===== config.mk =====
export PLATFORM = sky130hd
export DESIGN_NAME = rgbd_ctrl
export DESIGN_NICKNAME = d
export VERILOG_FILES = /design/src/sv/rgbd_pkg.sv /design/src/sv/rgbd_ctrl.sv
export SDC_FILE = /design/constraint.sdc
export NUM_CORES = 1
export LEC_CHECK = 0
export BUFFER_PORTS_ARGS = -buffer_cell sky130_fd_sc_hd__buf_2
export CORE_AREA = 2 2 39 41
export CTS_CLUSTER_DIAMETER = 40
export DETAILED_ROUTE_END_ITERATION = 16
export DIE_AREA = 0 0 41 43
export GPL_TIMING_DRIVEN = 0
export SLEW_MARGIN = 25
export SYNTH_ARGS = -nofsm -noshare
export SYNTH_HDL_FRONTEND = slang
export SYNTH_SLANG_ARGS = --single-unit

===== constraint.sdc =====
create_clock -name clk_i -period 1.52 [get_ports clk_i]
set_input_delay 0.152 -clock clk_i [delete_from_list [all_inputs] [get_ports clk_i]]
set_output_delay 0.152 -clock clk_i [all_outputs]
set_load 0.005 [all_outputs]

===== src/sv/rgbd_pkg.sv =====
// ----------------------------------------------------------------------------
// RGB error diffusion dither package
// Shared types, register codes, weights and per-channel arithmetic.
// ----------------------------------------------------------------------------
package rgbd_pkg;

  localparam int MAX_LINE_DEFAULT = 2048;
  localparam int NCH              = 3;

  localparam int CFG_AW = 4;
  localparam int CFG_DW = 32;

  localparam logic [1:0] REG_IMAGE_WIDTH  = 2'd0;
  localparam logic [1:0] REG_IMAGE_HEIGHT = 2'd1;
  localparam logic [1:0] REG_LEVELS       = 2'd2;

  localparam logic [11:0] IMAGE_WIDTH_RESET  = 12'd640;
  localparam logic [15:0] IMAGE_HEIGHT_RESET = 16'd480;
  localparam logic [7:0]  LEVELS_RESET       = 8'd4;

  localparam int MIN_WIDTH  = 3;
  localparam int MIN_HEIGHT = 2;

  localparam logic [2:0] W_ABOVE_LEFT  = 3'd1;
  localparam logic [2:0] W_ABOVE       = 3'd5;
  localparam logic [2:0] W_ABOVE_RIGHT = 3'd3;
  localparam logic [2:0] W_LEFT        = 3'd7;

  localparam logic [7:0] ROUND_BIAS = 8'd127;

  typedef logic [NCH-1:0][7:0] rgb_t;
  typedef logic [NCH-1:0][8:0] rgb_err_t;

  typedef struct packed {
    logic [7:0] red_in;
    logic [7:0] green_in;
    logic [7:0] blue_in;
  } pixel_in_t;

  typedef struct packed {
    logic [7:0] red_out;
    logic [7:0] green_out;
    logic [7:0] blue_out;
    logic       frame_end;
  } pixel_out_t;

  typedef struct packed {
    logic [11:0] image_width;
    logic [15:0] image_height;
    logic [7:0]  levels;
    logic [7:0]  step;
  } cfg_t;

  typedef struct packed {
    logic load;
    logic above;
    logic left;
    logic commit;
  } dp_cmd_t;

  function automatic logic signed [7:0] diffuse(logic signed [8:0] e, logic [2:0] w);
    logic signed [12:0] p;
    logic signed [12:0] s;
    p = 13'(e) * $signed({10'd0, w});
    s = p >>> 4;
    return 8'(s);
  endfunction

  function automatic logic [7:0] add_clamp(logic [7:0] v, logic signed [7:0] d);
    logic signed [9:0] s;
    s = $signed({2'b00, v}) + 10'(d);
    if (s < 0) begin
      return 8'd0;
    end else if (s > 10'sd255) begin
      return 8'd255;
    end
    return s[7:0];
  endfunction

  // Quantization step, the integer quotient of full scale by the level count.
  function automatic logic [7:0] step_of(logic [7:0] lv);
    logic [7:0] s;
    s = 8'd0;
    unique case (lv)
      8'd0, 8'd1: s = 8'd255;
      8'd2:       s = 8'd127;
      8'd3:       s = 8'd85;
      8'd4:       s = 8'd63;
      8'd5:       s = 8'd51;
      8'd6:       s = 8'd42;
      8'd7:       s = 8'd36;
      8'd8:       s = 8'd31;
      8'd9:       s = 8'd28;
      8'd10:      s = 8'd25;
      8'd11:      s = 8'd23;
      8'd12:      s = 8'd21;
      8'd13:      s = 8'd19;
      8'd14:      s = 8'd18;
      8'd15:      s = 8'd17;
      default: begin
        for (int k = 1; k < 16; k++) begin
          if (16'(lv) * 16'(k) <= 16'd255) begin
            s = s + 8'd1;
          end
        end
      end
    endcase
    return s;
  endfunction

endpackage


===== src/sv/rgbd_ctrl.sv =====
// ----------------------------------------------------------------------------
// RGB error diffusion dither controller
// Sequences each item through read, diffusion, quantization and commit.
// ----------------------------------------------------------------------------
module rgbd_ctrl (
  input  logic              clk_i,
  input  logic              rst_ni,
  input  logic              in_valid_i,
  output logic              in_ready_o,
  output logic              out_valid_o,
  input  logic              out_ready_i,
  output rgbd_pkg::dp_cmd_t cmd_o
);

  localparam logic [1:0] ST_IDLE   = 2'd0;
  localparam logic [1:0] ST_ABOVE  = 2'd1;
  localparam logic [1:0] ST_LEFT   = 2'd2;
  localparam logic [1:0] ST_COMMIT = 2'd3;

  logic [1:0] state_q, state_d;
  logic       out_valid_q, out_valid_d;
  logic       out_free;
  logic       commit;
  logic       accept;

  assign out_free   = !out_valid_q || out_ready_i;
  assign commit     = (state_q == ST_COMMIT) && out_free;
  assign in_ready_o = (state_q == ST_IDLE) || commit;
  assign accept     = in_valid_i && in_ready_o;

  always_comb begin
    state_d = state_q;
    unique case (state_q)
      ST_IDLE: begin
        if (accept) begin
          state_d = ST_ABOVE;
        end
      end
      ST_ABOVE: state_d = ST_LEFT;
      ST_LEFT:  state_d = ST_COMMIT;
      ST_COMMIT: begin
        if (out_free) begin
          state_d = accept ? ST_ABOVE : ST_IDLE;
        end
      end
      default: state_d = ST_IDLE;
    endcase
  end

  always_comb begin
    out_valid_d = out_valid_q;
    if (commit) begin
      out_valid_d = 1'b1;
    end else if (out_ready_i) begin
      out_valid_d = 1'b0;
    end
  end

  always_ff @(posedge clk_i or negedge rst_ni) begin
    if (!rst_ni) begin
      state_q     <= ST_IDLE;
      out_valid_q <= 1'b0;
    end else begin
      state_q     <= state_d;
      out_valid_q <= out_valid_d;
    end
  end

  assign out_valid_o  = out_valid_q;
  assign cmd_o.load   = accept;
  assign cmd_o.above  = (state_q == ST_ABOVE);
  assign cmd_o.left   = (state_q == ST_LEFT);
  assign cmd_o.commit = commit;

endmodule


# After elaboration in Yosys (flattened, before gate mapping)
# Index checks and enable logic that the tools add are counted.
[classes]
add_sub_neg = 0
multipliers = 0
div = 0
order_cmp = 0
eq_ne = 5
shift = 0
muxes = 6
bitwise = 0
n_reduce_logical = 8
[ops]
columns = ["operator", "count"]
rows = [
  ["case mux 2 bit (4 select lines)", 1],
  ["== test 2 bit, second input constant", 2],
  ["two-way mux 2 bit", 2],
  ["!= test 2 bit, second input constant", 2],
  ["two-way mux 1 bit", 3],
  ["== test 2 x 1 -> 1 bit, second input constant", 1],
  ["logical AND 1 bit", 2],
  ["zero test 2 bit", 1],
  ["logical OR 1 bit", 2],
  ["AND reduction 2 bit", 1],
  ["nonzero test 2 bit", 1],
  ["zero test 1 bit", 1],
]
[word_totals]
ff_bits = 3
latch_bits = 0
ramBits = 0
mem_bits_ro = 0
input_bits = 4
out_inout_bits = 6
word_cells = 21
n_memories = 0

# Longest topological paths before layout
[depth]
depth_word = 8
depth_mapped = 5
mapped_depth_nobuf = 5

# Least setup slack after synthesis
# OpenSTA, ideal clock, no wires.
[synth_path]
path_type = "register to output"
startpoint = "register state_q[0]"
endpoint = "output port cmd_o[3] (netlist name)"
arrival_ps = 1078
required_time_ps = 1368
path_slack_ps = 290
path_stages_with_launch = 6
path_buffers = 1
path_cell_list = "dfrtp_1 -> inv_1 -> ha_1 -> a21o_1 -> and2_1 -> buf_4"
[synth_via]
elab_chain_len = 4
word_cells_on_any_way = 5
cone_classes = "1 x eq/ne; 4 x reduce/logical"
[synth_lines]
columns = ["item", "line", "source"]
rows = [
  ["start, declared", "rgbd_ctrl.sv:20", "logic [1:0] state_q, state_d;"],
  ["start signal, assigned", "rgbd_ctrl.sv:64", "state_q <= state_d;"],
  ["== test 2 bit", "rgbd_ctrl.sv:27", "assign commit = (state_q == ST_COMMIT) && out_free;"],
  ["logical AND 1 bit", "rgbd_ctrl.sv:27", ""],
  ["logical OR 1 bit *", "rgbd_ctrl.sv:28", "assign in_ready_o = (state_q == ST_IDLE) || commit;"],
  ["net in_ready_o", "rgbd_ctrl.sv:9", "output logic in_ready_o,"],
  ["logical AND 1 bit *", "rgbd_ctrl.sv:29", "assign accept = in_valid_i && in_ready_o;"],
  ["end, declared", "rgbd_ctrl.sv:12", "output rgbd_pkg::dp_cmd_t cmd_o"],
]
# The timed path passes the listed nets; every way through them passes the cells marked *.

# Worst setup path after layout
[layout_path]
startpoint = "register state_q[0]"
endpoint = "output port cmd_o[3] (netlist name)"
[layout_via]
elab_chain_len = 4
word_cells_on_any_way = 5
cone_classes = "1 x eq/ne; 4 x reduce/logical"
[layout_lines]
columns = ["item", "line"]
rows = [
  ["== test 2 bit", "rgbd_ctrl.sv:27"],
  ["logical AND 1 bit", "rgbd_ctrl.sv:27"],
  ["logical OR 1 bit *", "rgbd_ctrl.sv:28"],
  ["logical AND 1 bit *", "rgbd_ctrl.sv:29"],
]
# Mark *: on every way between the ends. The rest lies on a longest branch, timed or not.

==> results.ini <==
[cts]
clk_pin_slew_worst_paths_ns = 0.04
clock-sinks = 3
cts_buffer_depth = 2
cts_buffers = 3
h-tree-depth = 1
worstSkewPairLatency_ns = 0.23
cts_tree = done
cts-root-buf = clkbuf_4

[worst_setup_path]
cp_max_fo = 5
timing.rr.start = state_q[0]$_DFFE_PN0P_
path_cells = buf_4 > ha_4 > a21o_1 > and2_1 > buf_6
endpoint = cmd_o[3]
crit_start = state_q[0]$_DFFE_PN0P_
path_buf_inv = 2
startpoint_type = flop
rrSetupSlack_ns = 0.06
path_depth = 5
worstPathArrival_ns = 1.35
timing.rr.end = state_q[0]$_DFFE_PN0P_
crit_required_ns = 1.37
cp_top_family = flip-flops
max_stage_delay_ns = 0.39
path_class = flop to output port
worstRegToRegCells = 7
cp-end-kind = output port
slowest_stage = dfrtp_1

[final_layout]
nets = 55
finalInstanceArea_um2 = 449
syn2layout_area_growth_pct = 77.7
fin_cells = 61
layout-drive-gt1-share_pct = 64.4
final_cell_mix = buf_4 (8), buf_2 (8), clkbuf_4 (3), dfrtp_1 (3)
diodes = 0

[route]
firstDrtPassIters = 2
routed_wl_um = 705
route.detailed.drc = 0
viasPerCell = 4.11
dr_total_vias = 251
ant_nets = 0
wl_per_cell_um = 11.6
drtIter0Drc = 1

[placement]
dp_hpwl_um = 368
dpl_cell_area_um2 = 318
portBuffers = 9
place_congestion = 0.627
dpl_worst_slack_ns = 0.139
dp.cells = 49

[floorplan]
start_util_pct = 18.3
rows = 14
die-area_um2 = 1760
coreArea_um2 = 1380
dieHeight_um = 43
io_pins = 10
chipWidth_um = 41

[synthesis]
avgSynthCellArea_um2 = 10.5
ys_ff_latch = 3
ys_warn_count = 0
synth_cell_type_count = 15
syn_inst = 24
synth_fp_nets = 33
yosysSeqAreaShare_pct = 29.7
netlist_area_um2 = 253

[timing]
skew_ns = 0.00300
hold_slack_ns = 0.249
period_needed_ns = 1.50
grt_setup_unrepaired = yes
slew_headroom_pct = 86.5
layout_worst_path_cycle_share_pct = 98.8
timing.fmax_ghz = 0.666
finalMaxSlewViolations = 0
finalSetupViolCount = 0
hold_viol = 0
tightest_slew_ns = 0.202
fin_ws_ns = 0.0181
tns_ns = 0

[pwr]
leakage_nw = 0.226
powerDensity_nw_per_um2 = 2230
ir_worst_vdd_uv = 533

[global_route]
grt_pass1_wl_um = 1130
grt_use_total_pct = 10.7
antenna_found_initial = 0
grt_start_max_net_pins = 6
grt_pass1_vias = 263
overflow = 0

[flow_run]
max_cap_violations = 0

[min_path]
hold_class = primary input to asynchronous set/reset pin

[outcome]
status = finished, final reports clean

-- power by group --
group / leakage [nW] / switching, mW / internal (mW)
combinational: 0.176 / 0.280 / 0.408
sequential: 0.0354 / 0.0500 / 0.125
clock: 0.0150 / 0.0392 / 0.0982
-- cell usage after synthesis --
library cell | instances | area [um^2]
ha_1 | 5 | 62.6
nand2b_4 | 1 | 13.8
nand3b_1 | 1 | 7.51
buf_4 | 2 | 15.0
a21oi_1 | 1 | 5.00
nand2b_1 | 1 | 6.26
a211oi_1 | 1 | 7.51
a31o_2 | 1 | 8.76
or2b_1 | 1 | 7.51
dfrtp_1 | 3 | 75.1
inv_1 | 2 | 7.51
and2_1 | 2 | 12.5
o211ai_1 | 1 | 7.51
a21o_1 | 1 | 7.51
a32oi_1 | 1 | 8.76
-- final cells by class --
cell class                 count  area, um^2
inverter                       2        7.51
clock buffer                   4        26.3
sequential                     3        75.1
multi-input combinational     17         188
buffer                         1        7.51
timing repair buffer          18         125
tap                           16        20.0
fill                         150         935
-- worst min path at each step --
stage          cells past startpoint                 endpoint
5_1_grt                            2   state_q[1]$_DFFE_PN0P_
3_3_place_gp                       1  out_valid_o$_DFFE_PN0P_
6_report                           2   state_q[1]$_DFFE_PN0P_
4_1_cts                            2   state_q[1]$_DFFE_PN0P_
2_1_floorplan                      0  out_valid_o$_DFFE_PN0P_
3_5_place_dp                       1   state_q[1]$_DFFE_PN0P_
-- stage by stage --
stage | total power, mW | utilization (%)
final | 1.00 | 32.5
after global routing | 1.09 | 32.5
after CTS | 0.926 | 31.6
after detailed placement | 0.570 | 23.0
after global placement | 0.571 | 23.0
after floorplan | 0.445 | -
-- per-layer routing --
metal	up-vias	global-route usage [%]	wire (um)
met5	-	0	0
met4	0	4.00	0
met3	0	8.38	46
met2	7	18.8	429
met1	119	7.74	229
li1	125	-	-
-- repair_timing --
| item | in CTS | in global routing |
|---|---|---|
| endpoints found under the hold margin | 3 | 0 |
| endpoints found under the setup margin | 1 | 2 |
| gates resized for setup | 9 | 1 |
| pin swaps | 2 | 0 |
| gates cloned | 0 | 0 |
| setup buffers | 7 | 1 |
| hold buffers | 1 | 0 |
-- registers in the layout, indices dropped and copies added (netlist names) --
register,cells
out_valid_o,1
state_q,2
-- kinds of logic (layout without fill, tap and decap cells) --
kind of cell,Yosys count,in the layout,share of synthesized area [%]
AOI/OAI and AO/OA,6,6,17.8
and+or+nand+nor,6,6,18.8
adders and majority gates,5,5,24.8
buffers and inverters,4,25,8.91
DFF,3,3,29.7
Note: power is estimated with default switching activity, not from simulation.
