--- src/sv/rgbd_pkg.sv ---
// ----------------------------------------------------------------------------
// RGB error diffusion dither package
// Shared types, register codes, weights and per-channel arithmetic.
// ----------------------------------------------------------------------------
package rgbd_pkg;

  localparam int MAX_LINE_DEFAULT = 2048;
  localparam int NCH              = 3;

  localparam int CFG_AW = 4;
  localparam int CFG_DW = 32;

  localparam logic [1:0] REG_IMAGE_WIDTH  = 2'd0;
  localparam logic [1:0] REG_IMAGE_HEIGHT = 2'd1;
  localparam logic [1:0] REG_LEVELS       = 2'd2;

  localparam logic [11:0] IMAGE_WIDTH_RESET  = 12'd640;
  localparam logic [15:0] IMAGE_HEIGHT_RESET = 16'd480;
  localparam logic [7:0]  LEVELS_RESET       = 8'd4;

  localparam int MIN_WIDTH  = 3;
  localparam int MIN_HEIGHT = 2;

  localparam logic [2:0] W_ABOVE_LEFT  = 3'd1;
  localparam logic [2:0] W_ABOVE       = 3'd5;
  localparam logic [2:0] W_ABOVE_RIGHT = 3'd3;
  localparam logic [2:0] W_LEFT        = 3'd7;

  localparam logic [7:0] ROUND_BIAS = 8'd127;

  typedef logic [NCH-1:0][7:0] rgb_t;
  typedef logic [NCH-1:0][8:0] rgb_err_t;

  typedef struct packed {
    logic [7:0] red_in;
    logic [7:0] green_in;
    logic [7:0] blue_in;
  } pixel_in_t;

  typedef struct packed {
    logic [7:0] red_out;
    logic [7:0] green_out;
    logic [7:0] blue_out;
    logic       frame_end;
  } pixel_out_t;

  typedef struct packed {
    logic [11:0] image_width;
    logic [15:0] image_height;
    logic [7:0]  levels;
    logic [7:0]  step;
  } cfg_t;

  typedef struct packed {
    logic load;
    logic above;
    logic left;
    logic commit;
  } dp_cmd_t;

  function automatic logic signed [7:0] diffuse(logic signed [8:0] e, logic [2:0] w);
    logic signed [12:0] p;
    logic signed [12:0] s;
    p = 13'(e) * $signed({10'd0, w});
    s = p >>> 4;
    return 8'(s);
  endfunction

  function automatic logic [7:0] add_clamp(logic [7:0] v, logic signed [7:0] d);
    logic signed [9:0] s;
    s = $signed({2'b00, v}) + 10'(d);
    if (s < 0) begin
      return 8'd0;
    end else if (s > 10'sd255) begin
      return 8'd255;
    end
    return s[7:0];
  endfunction

  // Quantization step, the integer quotient of full scale by the level count.
  function automatic logic [7:0] step_of(logic [7:0] lv);
    logic [7:0] s;
    s = 8'd0;
    unique case (lv)
      8'd0, 8'd1: s = 8'd255;
      8'd2:       s = 8'd127;
      8'd3:       s = 8'd85;
      8'd4:       s = 8'd63;
      8'd5:       s = 8'd51;
      8'd6:       s = 8'd42;
      8'd7:       s = 8'd36;
      8'd8:       s = 8'd31;
      8'd9:       s = 8'd28;
      8'd10:      s = 8'd25;
      8'd11:      s = 8'd23;
      8'd12:      s = 8'd21;
      8'd13:      s = 8'd19;
      8'd14:      s = 8'd18;
      8'd15:      s = 8'd17;
      default: begin
        for (int k = 1; k < 16; k++) begin
          if (16'(lv) * 16'(k) <= 16'd255) begin
            s = s + 8'd1;
          end
        end
      end
    endcase
    return s;
  endfunction

endpackage

--- src/sv/rgbd_regs.sv ---
// ----------------------------------------------------------------------------
// RGB error diffusion dither configuration registers
// APB-style register file for frame size and quantization levels.
// ----------------------------------------------------------------------------
module rgbd_regs (
  input  logic                       clk_i,
  input  logic                       rst_ni,
  input  logic                       psel,
  input  logic                       penable,
  input  logic                       pwrite,
  input  logic [rgbd_pkg::CFG_AW-1:0] paddr,
  input  logic [rgbd_pkg::CFG_DW-1:0] pwdata,
  output logic [rgbd_pkg::CFG_DW-1:0] prdata,
  output logic                       pready,
  output rgbd_pkg::cfg_t             cfg_o
);

  logic [11:0] width_q;
  logic [15:0] height_q;
  logic [7:0]  levels_q;
  logic [7:0]  step_q;
  logic [1:0]  idx;
  logic        wr_en;

  assign idx    = paddr[rgbd_pkg::CFG_AW-1:2];
  assign wr_en  = psel && penable && pwrite;
  assign pready = 1'b1;

  always_ff @(posedge clk_i or negedge rst_ni) begin
    if (!rst_ni) begin
      width_q  <= rgbd_pkg::IMAGE_WIDTH_RESET;
      height_q <= rgbd_pkg::IMAGE_HEIGHT_RESET;
      levels_q <= rgbd_pkg::LEVELS_RESET;
      step_q   <= rgbd_pkg::step_of(rgbd_pkg::LEVELS_RESET);
    end else if (wr_en) begin
      unique case (idx)
        rgbd_pkg::REG_IMAGE_WIDTH:  width_q <= pwdata[11:0];
        rgbd_pkg::REG_IMAGE_HEIGHT: height_q <= pwdata[15:0];
        rgbd_pkg::REG_LEVELS: begin
          levels_q <= pwdata[7:0];
          step_q   <= rgbd_pkg::step_of(pwdata[7:0]);
        end
        default: ;
      endcase
    end
  end

  always_comb begin
    unique case (idx)
      rgbd_pkg::REG_IMAGE_WIDTH:  prdata = {20'd0, width_q};
      rgbd_pkg::REG_IMAGE_HEIGHT: prdata = {16'd0, height_q};
      rgbd_pkg::REG_LEVELS:       prdata = {24'd0, levels_q};
      default:                    prdata = '0;
    endcase
  end

  assign cfg_o.image_width  = width_q;
  assign cfg_o.image_height = height_q;
  assign cfg_o.levels       = (levels_q == 8'd0) ? 8'd1 : levels_q;
  assign cfg_o.step         = step_q;

endmodule

--- config.mk ---
export PLATFORM = sky130hd
export DESIGN_NAME = rgbd_regs
export DESIGN_NICKNAME = d
export VERILOG_FILES = /design/src/sv/rgbd_pkg.sv /design/src/sv/rgbd_regs.sv
export SDC_FILE = /design/constraint.sdc
export NUM_CORES = 1
export LEC_CHECK = 0
export ABC_AREA = 1
export ABC_CLOCK_PERIOD_IN_PS = 1370
export BUFFER_PORTS_ARGS = -buffer_cell sky130_fd_sc_hd__buf_4
export CAP_MARGIN = 30
export CELL_PAD_IN_SITES_DETAIL_PLACEMENT = 1
export CELL_PAD_IN_SITES_GLOBAL_PLACEMENT = 2
export CORE_MARGIN = 3
export CORE_UTILIZATION = 33
export CTS_CLUSTER_SIZE = 12
export DETAILED_ROUTE_END_ITERATION = 8
export PLACE_DENSITY_LB_ADDON = 0.1
export SKIP_LAST_GASP = 1
export SLEW_MARGIN = 20
export SYNTH_ARGS = -nofsm -noshare
export SYNTH_HDL_FRONTEND = slang
export SYNTH_SLANG_ARGS = --single-unit
--- constraint.sdc ---
create_clock -name clk_i -period 1.37 [get_ports clk_i]
set_clock_uncertainty 0.1 [all_clocks]
set_input_delay 0.274 -clock clk_i [delete_from_list [all_inputs] [get_ports clk_i]]
set_output_delay 0.274 -clock clk_i [all_outputs]
set_load 0.01 [all_outputs]
## Word level (Yosys, flattened, before mapping)

Cells that the tools add are included.

| cells by class | value |
|---|---|
| $add $sub $neg | 14 |
| $mul | 11 |
| magnitude comparators | 15 |
| eq/ne operators | 17 |
| muxes and demuxes | 60 |
| reductions and logical operators | 10 |

Operator list:

| kind | count |
|---|---|
| $mux 8 | 57 |
| $pmux 8 s15 | 1 |
| $add 8x1->8 const B | 14 |
| $le 12x8->1 const B | 7 |
| $eq 8x4->1 const B | 8 |
| $mul 8x4->12 const B | 4 |
| $pmux 16 s3 | 1 |
| $le 11x8->1 const B | 4 |
| $mul 8x3->11 const B | 4 |
| $eq 8x3->1 const B | 4 |
| $mul 8x2->10 const B | 3 |
| $le 10x8->1 const B | 2 |
| $eq 8x2->1 const B | 2 |
| $logic_not 8->1 | 2 |
| $reduce_or 16->1 | 1 |
| $le 9x8->1 const B | 1 |
| $eq 8x1->1 const B | 1 |
| $le 8x8->1 const B | 1 |
| $reduce_and 2->1 | 3 |
| $eq 2x1->1 const B | 1 |
| $eq 2x2->1 const B | 1 |
| $logic_and 1x1->1 | 2 |
| $logic_not 2->1 | 1 |
| $reduce_or 2->1 | 1 |
| $mux 1 | 1 |

| word-level totals | value |
|---|---|
| register bits | 44 |
| input port bits | 41 |
| output and inout bits | 77 |
| logic and storage cells | 131 |

## Longest topological paths before layout

| depth | value |
|---|---|
| depth in word-level cells | 73 |
| depth in mapped cells | 53 |
| gate-level depth less buffers | 53 |

## Least setup slack after synthesis

Ideal clock, no wire load.

| timing path | value |
|---|---|
| kind | input to register |
| start point | input pwdata[0] in the netlist's numbering |
| end point | register step_q[6] |
| library setup time | 0.073 ns |
| arrival time | 7.309 ns |
| required time | 1.197 ns |
| path slack | -6.112 ns |
| stages on the path | 48 |
| buffers on the path | 0 |
| cell sequence | ha_1 inv_1 fa_1 o21ai_0 a21boi_1 nand3_4 inv_1 fa_1 inv_1 o21ai_2 nand2_2 ha_1 or2_1 nand2_2 inv_1 ha_1 nand2_1 nand2_1 [... 12 more ...] ha_1 nand2_1 nand2_1 ha_1 nand2_1 nand2_1 ha_1 nand2_1 o21ai_1 ha_1 nand2_1 nor2_1 nand3_1 nor2_1 nand3_1 nand2_1 nand2_1 a21oi_2 |

| between the ends | value |
|---|---|
| word-level cells in the longest chain between the ends | 73 |
| elaborated cells between the ends (all ways) | 115 |
| those cells by class | add/sub (14); mul (11); order compare (15); eq/ne (15); mux (58); reduce/logical (2) |

RTL lines:

| item | line | text |
|---|---|---|
| start: declaration | rgbd_regs.sv:12 | `input logic [rgbd_pkg::CFG_DW-1:0] pwdata,` |
| $le 8x8->1 | rgbd_pkg.sv:102 | `if (16'(lv) * 16'(k) <= 16'd255) begin` |
| $mux 1 | rgbd_pkg.sv:102 |  |
| $mux 8 | rgbd_pkg.sv:84 | `unique case (lv)` |
| $mux 8 | rgbd_regs.sv:36 | `unique case (idx)` |
| $mux 8 | rgbd_regs.sv:35 | `end else if (wr_en) begin` |
| $add 8x1->8 | rgbd_pkg.sv:103 | `s = s + 8'd1;` |
| $mux 8 | rgbd_pkg.sv:102 |  |
| $mux 8 | rgbd_pkg.sv:84 |  |
| [... 57 more ...] | -- |  |
| $add 8x1->8 | rgbd_pkg.sv:103 |  |
| $mux 8 | rgbd_pkg.sv:102 |  |
| $mux 8 | rgbd_pkg.sv:84 |  |
| $mux 8 | rgbd_regs.sv:36 |  |
| $mux 8 | rgbd_regs.sv:35 |  |
| $add 8x1->8 | rgbd_pkg.sv:103 |  |
| $mux 8 | rgbd_pkg.sv:102 |  |
| $pmux 8 s15 (*) | rgbd_pkg.sv:84 |  |
| end signal: assignment | rgbd_regs.sv:34 | `step_q <= rgbd_pkg::step_of(rgbd_pkg::LEVELS_RESET);` |
| end signal: assignment | rgbd_regs.sv:41 | `step_q <= rgbd_pkg::step_of(pwdata[7:0]);` |
| end: declaration | rgbd_regs.sv:21 | `logic [7:0] step_q;` |

Mark *: on every way between the ends. The rest lies on a longest branch, timed or not. The select of a mux whose other input is x is not followed.
A chain may end at the register's enable or synchronous reset.

## Final worst setup path

| timing path | value |
|---|---|
| start point | input pwdata[6] in the netlist's numbering |
| end point | register step_q[5] |

The elaborated chain is that of the path after synthesis.

==> impl_metrics.toml <==
[global_routing]
via_count_of_the_first_global_routing_pass = 8209
grt_pass1_wl_mm = 41.0
grt_usage = 0.211
grt_max_degree = 24
antenna_found_initial = 0
grt_overflow = 0

[place]
place_hpwl_mm = 19.9
numPortBuffers = 82
gp_congestion = 0.808
place_ws_ns = -5.90

[timing]
setup_tns_ns = -36.52
final-hold-violation-count = 0
finalWorstSetupSlack_ns = -5.23
upper_clock_frequency_limit_mhz = 152
timing.final.max_slew_violations = 0
layout_worst_path_cycle_share = 4.81
timing.final.crit_period_ns = 6.60
rsz_0062_raised_after_global_routing = "true"
report.final.setup_viol = 29

[routing]
detail_route.first_pass.iterations = 4
avgViaCountPerCell = 4.70
ant_nets = 0
wirelength_mm = 25.7
drt-wirelength-per-cell_um = 15.6
via_count = 7714
detailedRoute.firstIterationViolations = 236
post-route-drc-count = 0

[floorplan]
floorplan.core_area_um2 = 20700
chipWidth_um = 153
die_h_um = 153
num_rows = 52
initial_core_util = 0.342
ios = 118
design.die.area_um2 = 23300

[finish]
mostFrequentLayoutCell = "buf_4"
multiInputGateArea_um2 = 6130
nets = 1537
final_layout_fill_cell_count = 2533
post_route_cells_drive_above_1_share = 0.509
num_antenna_cells = 0
syn_to_final_growth_pct = 66.5
mostFrequentLayoutCells = "buf_4 (353), nand2_1 (167), inv_1 (137), ha_1 (67)"
seqCellArea_um2 = 1120

[power_and_ir_drop]
ir_worst_vdd_mv = 0.824
power-per-cell-area_nw_per_um2 = 1130
totalPowerFinal_mw = 13.3
cellLeakagePower_nw = 6.05

[critical_path]
worst_setup_path_start = "pwdata[6]"
critical_path.max_fanout = 6
timing.critical_path.arrival_ns = 6.71
setup.worst_path.end_class = "flip-flop"
cp_data_required_time_ns = 1.49
critical_path_class = "in -> reg"
critical_path.startpoint_type = "input port"
worst_r2r_startpoint = "levels_q[7]"
timing.critical_path.mode_cell = "nand2_4"
critPathMaxStageDelay_ns = 0.55
critPathSlowestCell = "fa_2"

[run]
maxCapViolations = 0

[clock_network]
max-clock-path-buffers = 2
clkSlewWorstSetupHoldPaths_ns = 0.07
root_buffer = "clkbuf_16"
cts_made_buffers = 5
tritoncts_num_sinks = 44
clock_insertion_delay_worst_skew_ns = 0.28
cts_max_level = 2
cts_tree = "done"

[run_status]
failed_checks = "setup timing"
run_status = "finished, violations left"

[yosys]
synthDistinctLibCells = 49
synthesis.area_per_instance_um2 = 7.28
syn_area_um2 = 7080
cell_count_after_synthesis = 973
synth.yosys.warnings = 0
ffs_latches_synth = 44
synth-seq-area-share = 0.158

[min_path]
timing.hold.worst.class = "in -> reg"
hold_start = "pwdata[9]"
==> stage by stage <==
stage / hold WS, ns / utilization / cells / instance area, µm²
final: 0.137 / 0.570 / 1642 / 11800
after global routing: 0.155 / 0.570 / 1642 / 11800
after CTS: 0.140 / 0.546 / 1638 / 11300
after detailed placement: 0.0892 / 0.481 / 1556 / 9960
after global placement: 0.0871 / 0.481 / 1556 / 9960
after floorplan: -0.122 / - / 988 / 7260
==> where the power goes <==
part,internal (mW),switching (mW)
registers,1.67,0.227
logic,5.14,4.88
clock network,0.914,0.511
==> critical path: cells and delay by family <==
family / cells / cell delay (ns)
adder cells (fa/ha/maj): 10 / 2.78
AND/OR/NAND/NOR: 26 / 2.64
buffers and inverters: 8 / 0.66
AO/OA/AOI/OAI: 3 / 0.36
==> cell families (layout without fill, tap and decap cells) <==
| kind of cell | Yosys count | in the layout | share of synthesized area |
|---|---|---|---|
| compound gates | 126 | 126 | 0.104 |
| xor+xnor | 10 | 10 | 0.0124 |
| fa+ha+maj | 125 | 125 | 0.258 |
| buf+inv | 202 | 586 | 0.117 |
| flops | 44 | 44 | 0.158 |
| other cells | 2 | 17 | 0.00106 |
| simple gates | 464 | 464 | 0.350 |
==> worst paths after layout <==
kind                           endpoint  slack, ns  depth (start not counted)
setup / recovery              step_q[5]      -5.23                         47
hold / removal               width_q[9]       0.14                          3
setup reg to reg            levels_q[7]       0.13                          6
hold reg to reg               step_q[4]       0.36                          2
max in group asynchronous     step_q[3]       0.34                          3
min in group asynchronous  height_q[13]       0.31                          2
==> layout make-up <==
cell class                      count  share of cell area
Tap cell                          270              0.0286
Timing Repair Buffer              410               0.286
Clock inverter                      2             0.00329
Multi-Input combinational cell    742               0.519
Inverter                          168              0.0559
Sequential cell                    44              0.0947
Clock buffer                        6              0.0118
==> state kept, by name, indices dropped and copies added (netlist names) <==
register and cells:
height_q 16, step_q 8, levels_q 8, width_q 12
==> timing repair <==
item | in CTS | in global routing
buffers inserted | 77 | 14
endpoints found under the setup margin | 26 | 33
endpoints found under the hold margin | 17 | 0
pin swaps | 54 | 71
resized for setup | 145 | 106
hold buffers | 1 | 0
==> Yosys cell counts (all sizes together) <==
cell type,instances,area share
o221ai,2,0.0025
nand2,260,0.16
nor3,4,0.0035
o21a,1,0.0011
nor2,81,0.055
a2111oi,1,0.0012
o2111ai,1,0.0012
xnor2,3,0.0037
dfstp,13,0.048
nand3,86,0.095
xor2,7,0.0087
nand4,15,0.014
o31ai,1,0.0011
or4,1,0.0011
a21boi,1,0.0011
a211o,1,0.0012
a21o,2,0.0021
inv,168,0.089
nor3b,1,0.0011
clkbuf,16,0.0085
fa,35,0.099
a21oi,32,0.025
or2,9,0.0079
a211oi,2,0.0021
o22ai,2,0.0018
o21ai,65,0.048
o21bai,4,0.0042
o41ai,1,0.0012
a22o,4,0.0049
nand3b,7,0.0074
o211ai,6,0.0064
buf,18,0.019
conb,2,0.0011
ha,90,0.16
dfrtp,31,0.11
==> layer usage <==
layer,global-route usage,routed length [µm],part of all wire
met1,0.269,11400,0.44
met5,0,0,0
met4,0.0242,169,0.0066
met2,0.403,13700,0.53
met3,0.0128,463,0.018
Power figures use the tool's default switching activity.
